--- config.mk ---
export PLATFORM = sky130hd
export DESIGN_NAME = mmgn_scale_div
export DESIGN_NICKNAME = d
export VERILOG_FILES = /design/src/sv/mmgn_pkg.sv /design/src/sv/mmgn_scale_div.sv
export SDC_FILE = /design/constraint.sdc
export NUM_CORES = 1
export LEC_CHECK = 0
export BUFFER_PORTS_ARGS = -buffer_cell sky130_fd_sc_hd__buf_2
export CAP_MARGIN = 20
export CORE_MARGIN = 5
export CORE_UTILIZATION = 62
export DETAILED_ROUTE_END_ITERATION = 10
export GPL_TIMING_DRIVEN = 0
export MAX_ROUTING_LAYER = met4
export PLACE_DENSITY = 0.8
export SLEW_MARGIN = 20
export SYNTH_ARGS = -nofsm -noshare
export SYNTH_HDL_FRONTEND = slang
export SYNTH_SLANG_ARGS = --single-unit
export TNS_END_PERCENT = 5
--- constraint.sdc ---
create_clock -name clk -period 3.8 [get_ports clk]
set_input_delay 0.19 -clock clk [delete_from_list [all_inputs] [get_ports clk]]
set_output_delay 0.19 -clock clk [all_outputs]
set_load 0.02 [all_outputs]
--- src/sv/mmgn_pkg.sv ---
`timescale 1ns / 1ps
// ----------------------------------------------------------------------------
// mmgn_pkg
// Shared types, constants and helpers for the min/max gray normalizer.
// ----------------------------------------------------------------------------
package mmgn_pkg;

    localparam int MAX_SAMPLES_DEF = 4096;

    localparam int SAMPLE_W = 32;
    localparam int GRAY_W   = 8;
    localparam int DIFF_W   = SAMPLE_W + 1;       // difference of two samples
    localparam int NUM_W    = DIFF_W + GRAY_W;    // 255 * difference
    localparam int STEP_W   = $clog2(GRAY_W);

    localparam logic [GRAY_W-1:0] GRAY_MAX = {GRAY_W{1'b1}};

    // command codes
    localparam logic CMD_LOAD = 1'b0;
    localparam logic CMD_EMIT = 1'b1;

    // configuration register indexes
    localparam int CFG_IDX_W  = 1;
    localparam int CFG_DATA_W = 1;
    localparam logic [CFG_IDX_W-1:0] REG_USE_PREV = 1'b0;
    localparam logic [CFG_IDX_W-1:0] REG_SWAP     = 1'b1;

    typedef enum logic [1:0] {
        CTRL_IDLE,
        CTRL_LAUNCH,
        CTRL_WAIT
    } ctrl_state_t;

    typedef enum logic [1:0] {
        DIV_IDLE,
        DIV_PREP,
        DIV_STEP
    } div_state_t;

    typedef struct packed {
        logic              done;
        logic [GRAY_W-1:0] gray;
    } div_result_t;

    function automatic logic [SAMPLE_W-1:0] reverse_bytes(input logic [SAMPLE_W-1:0] w);
        reverse_bytes = {w[7:0], w[15:8], w[23:16], w[31:24]};
    endfunction

endpackage

--- src/sv/mmgn_scale_div.sv ---
`timescale 1ns / 1ps
// ----------------------------------------------------------------------------
// mmgn_scale_div
// Scales one sample into 0..255 against the kept limits with an 8-step
// restoring divider: floor(255*(x-lo)/(hi-lo)), clamped.
// ----------------------------------------------------------------------------
module mmgn_scale_div (
    input  logic                                 clk,
    input  logic                                 rst_n,
    input  logic                                 go,
    input  logic signed [mmgn_pkg::SAMPLE_W-1:0] x,
    input  logic signed [mmgn_pkg::SAMPLE_W-1:0] lo,
    input  logic signed [mmgn_pkg::SAMPLE_W-1:0] hi,
    output mmgn_pkg::div_result_t                result
);
    import mmgn_pkg::*;

    div_state_t state_reg, state_next;

    logic signed [DIFF_W-1:0] d_reg;
    logic signed [DIFF_W-1:0] w_reg;
    logic [NUM_W-1:0]         rem_reg;
    logic [NUM_W-1:0]         den_reg;
    logic [GRAY_W-1:0]        q_reg;
    logic [STEP_W-1:0]        step_reg;
    logic                     zero_reg;
    logic                     full_reg;
    logic                     done_reg;
    logic [GRAY_W-1:0]        gray_reg;

    logic                     ge;
    logic [GRAY_W-1:0]        q_next;
    logic                     last_step;

    always_comb
    begin
        state_next = state_reg;
        unique case (state_reg)
            DIV_IDLE: if (go) state_next = DIV_PREP;
            DIV_PREP: state_next = DIV_STEP;
            DIV_STEP: if (last_step) state_next = DIV_IDLE;
            default:  state_next = DIV_IDLE;
        endcase
    end

    always_comb
    begin
        ge        = (rem_reg >= den_reg);
        q_next    = {q_reg[GRAY_W-2:0], ge};
        last_step = (state_reg == DIV_STEP) && (step_reg == '0);
    end

    always_ff @(posedge clk or negedge rst_n)
    begin
        if (!rst_n)
        begin
            state_reg <= DIV_IDLE;
            done_reg  <= 1'b0;
        end
        else
        begin
            state_reg <= state_next;
            done_reg  <= last_step;
        end
    end

    always_ff @(posedge clk)
    begin
        unique case (state_reg)
            DIV_IDLE:
            begin
                d_reg <= {x[SAMPLE_W-1], x} - {lo[SAMPLE_W-1], lo};
                w_reg <= {hi[SAMPLE_W-1], hi} - {lo[SAMPLE_W-1], lo};
            end
            DIV_PREP:
            begin
                // 255*d as (d << 8) - d
                rem_reg  <= {d_reg, {GRAY_W{1'b0}}} - {{GRAY_W{d_reg[DIFF_W-1]}}, d_reg};
                den_reg  <= {1'b0, w_reg, {(GRAY_W-1){1'b0}}};
                zero_reg <= (w_reg == '0) || d_reg[DIFF_W-1] || (d_reg == '0);
                full_reg <= (d_reg >= w_reg);
                step_reg <= STEP_W'(GRAY_W - 1);
                q_reg    <= '0;
            end
            DIV_STEP:
            begin
                if (ge)
                begin
                    rem_reg <= rem_reg - den_reg;
                end
                den_reg  <= den_reg >> 1;
                q_reg    <= q_next;
                step_reg <= step_reg - STEP_W'(1);
                if (last_step)
                begin
                    priority if (zero_reg)
                        gray_reg <= '0;
                    else if (full_reg)
                        gray_reg <= GRAY_MAX;
                    else
                        gray_reg <= q_next;
                end
            end
            default:
            begin
                q_reg <= q_reg;
            end
        endcase
    end

    assign result = '{done: done_reg, gray: gray_reg};

    a_done_single: assert property (@(posedge clk) disable iff (!rst_n)
        done_reg |=> !done_reg)
        else $error("scaler done held longer than one cycle");

    a_go_prep: assert property (@(posedge clk) disable iff (!rst_n)
        (go && state_reg == DIV_IDLE) |=> state_reg == DIV_PREP)
        else $error("scaler did not start on go");

    a_done_after_step: assert property (@(posedge clk) disable iff (!rst_n)
        done_reg |-> ($past(state_reg) == DIV_STEP && state_reg == DIV_IDLE))
        else $error("scaler done without finishing its steps");

endmodule
==> summary.md <==
| Metric | Value |
|---|---|
| DIE WIDTH | around 160 µm |
| Place WS | -0.0121 ns |
| EDFF count, synth | between 150 and 200 |
| Outcome | completed |
| Static leakage | 7.26 nW |
| Commonest non-fill, non-tap cells in the layout | inv_1 (176), ha_1 (175), edfxtp_1 (167) |
| Hold Path Class | in2async |
| Row count | 56 |
| Max reg flops | slightly above 40 |
| Antenna fix cells | 0 |
| Mapped Cells | between 1.5k and 2k |
| Req. time, crit path | about 4.0 ns |
| Most common cell after layout, fill and taps aside | inv_1 |
| Antenna Nets Post-Route | 0 |
| GRT overflow | 0 |
| Crit path arrival time | 3.69 ns |
| Pins Over Slew Limit | 0 |
| Setup Skew | between 0.01 and 0.015 ns |
| Clock sinks | 170 |
| DP Area | roughly 0.016 mm² |
| Setup ws final | 0.272 ns |
| Relative slew margins | a little over two fifths |
| Achievable frequency | around 280 MHz |
| CP startpoint kind | flop |
| Final net count | 2051 |
| Slowest cell on crit path | a2111oi_1 |
| Placed Cells | roughly 2.1k |
| Max clock buf depth | 2 |
| Layout Cells excl Fill | between 2k and 2.5k |
| Share of layout cells above drive strength 1 | under 10% |
| Fin crit share | 92.8% |
| Port Buffers | around 110 |
| Area growth, synth to finish | 10.6% |
| Cell Chain, Critical Path | inv_1 > ha_1 > nor3b_2 > a41oi_4 > o21bai_4 > nand3_1 > o2111ai_2 > a221o_1 > nor2_1 > a2111oi_1 > a21oi_1 |
| WP buf/inv | 1 |
| Top_reg_cell synth | edfxtp_1 |
| Postcts setup bufs | 0 |
| CTS tree | done |
| Num ports | approximately 110 |
| # setup viols final | 0 |
| GRT Total Usage | 28.6% |
| Worst slew pin tran | ~0.83 ns |
| Final wirelength | around 37 mm |
| Sequential share of the synthesized area | between 30% and 40% |
| DIE AREA | roughly 0.027 mm² |
| Initial DRC Count | 854 |
| Clock latency on the worst-skew pair | ~0.44 ns |
| Synthesized area | between 0.01 and 0.015 mm² |
| Syn nets | 1923 |
| CP endpoint kind | flop |
| Pwr dens | approximately 990 mW/mm² |
| Number of global-route vias before repair | 12.4k |
| Hold_ws | ~0.067 ns |
| YS warnings | 0 |
| Core Box Area | between 0.02 and 0.025 mm² |
| Starting Density | between 60% and 70% |
| Final hold violation count | 0 |
| Die H | about 160 µm |
| Number of H-tree levels | 4 |
| Ys async rst share | ~1.8% |
| GPL Wtd Cong | 0.977 |
| Initial antenna violation count | 0 |
| Largest net degree at the start of global routing | roughly 50 |
| Post-route minimum period | between 3 and 4 ns |
| Peak VDD IR | 0.000510 V |
| Clock transition at the registers of the reported paths | around 0.070 ns |
| Worst path max stage delay | about 0.65 ns |
| CP delay by family, top | compound AO/OA/AOI/OAI gates |
| RSZ-0062 raised after global routing | false |
| Unique cell type count in the Yosys netlist | 84 |
| Hpwl dp | just under 30 mm |
| Synthesized flop and latch total | 170 |
| Max Cap Violations | 0 |
| DRC viols | 0 |
| WS Path Type | reg2reg |
| Per-cell routed wire length | 17.5 µm |
| Via density | between 6 and 7 |
| Finished layout cell area | around 0.016 mm² |
| Drt pass-1 iters | 5 |
| TritonCTS buffer count | 17 |
| Total number of vias | about 13k |
| Clock Root Buffer | clkbuf_16 |
| First-pass GRT wire length | around 60 mm |
| Critical-path maximum fanout | 7 |
| Synthesized area per cell | roughly 9 µm² |
==> worst paths after layout <==
check | start | to | slack, ns | depth (start not counted)
min | rst_n | state_reg[0]$_DFFE_PN0P_ | 0.07 | 2
max | d_reg[0]$_DFFE_PN_ | rem_reg[38]$_DFFE_PP_ | 0.27 | 11
max in group asynchronous | rst_n | state_reg[1]$_DFFE_PN0P_ | 3.63 | 2
max reg2reg | d_reg[0]$_DFFE_PN_ | rem_reg[38]$_DFFE_PP_ | 0.27 | 11
min in group clk | lo[0] | d_reg[0]$_DFFE_PN_ | 0.17 | 3
min reg2reg | q_reg[6]$_SDFFCE_PN0P_ | gray_reg[7]$_SDFFCE_PP0P_ | 0.56 | 2
==> cell families (layout without fill, tap and decap cells) <==
| group | after synthesis | in the layout | synth area share (%) |
|---|---|---|---|
| DFF | 170 | 170 | 34.4 |
| AOI/OAI and AO/OA | 499 | 499 | 21.8 |
| adders and majority gates | 179 | 179 | 15.3 |
| muxes | 15 | 15 | 1.04 |
| xor gates and xnor gates | 119 | 119 | 7.05 |
| and+or+nand+nor | 448 | 448 | 14.8 |
| buffers and inverters | 215 | 356 | 5.50 |
==> synthesized netlist by cell type (23+ instances only) <==
library cell / count / share of area (%)
a21oi_1: 150 / 5.1
edfxtp_1: 167 / 34
nand2_1: 120 / 3.0
xnor2_1: 84 / 5.0
ha_1: 176 / 15
o21ai_0: 115 / 3.9
clkbuf_1: 34 / 0.86
inv_1: 176 / 4.5
o21bai_1: 24 / 1.2
nand3_1: 26 / 0.88
nor2_1: 125 / 3.2
nor2b_1: 29 / 1.2
a21o_1: 74 / 3.8
xor2_1: 35 / 2.1
nor3_1: 23 / 0.78
==> repair_timing <==
item	CTS	global route
endpoints found under the setup margin	41	1
hold buffers	1	0
endpoints found under the hold margin	3	0
gates resized for setup	1	1
==> final cells by class <==
| class | count | area, µm² |
|---|---|---|
| plain buffers | 38 | 149 |
| multi-input cells | 1260 | 8900 |
| clock buffers | 17 | 425 |
| repair buffers | 109 | 566 |
| clock inverters | 15 | 155 |
| fillers | 1829 | 7130 |
| inverters | 177 | 664 |
| well taps | 319 | 399 |
| flip-flops and latches | 170 | 5090 |
==> report_power, final <==
part           leakage [nW]  switching [mW]  internal (mW)
registers              1.65           0.594           3.58
clock network         0.285           0.802          0.930
logic                  5.32            6.29           3.98
total                  7.26            7.69           8.49
==> metal layers <==
metal	share of wire (%)	track usage [%]	vias up
li1	-	-	6232
met4	3.0	10.4	0
met2	47	46.4	475
met1	44	37.4	5848
met3	6.1	3.24	89
met5	0	-	-
==> metrics by stage <==
| step | setup TNS, ns | power, mW | utilization (%) |
|---|---|---|---|
| final | 0 | 16.2 | 69.6 |
| after global routing | 0 | 17.5 | 69.6 |
| after CTS | 0 | 16.0 | 69.6 |
| after detailed placement | -0.423 | 14.2 | 67.1 |
| after global placement | 0 | 13.9 | 67.0 |
| after floorplan | 0 | 11.6 | - |
Note: power is estimated with default switching activity, not from simulation.
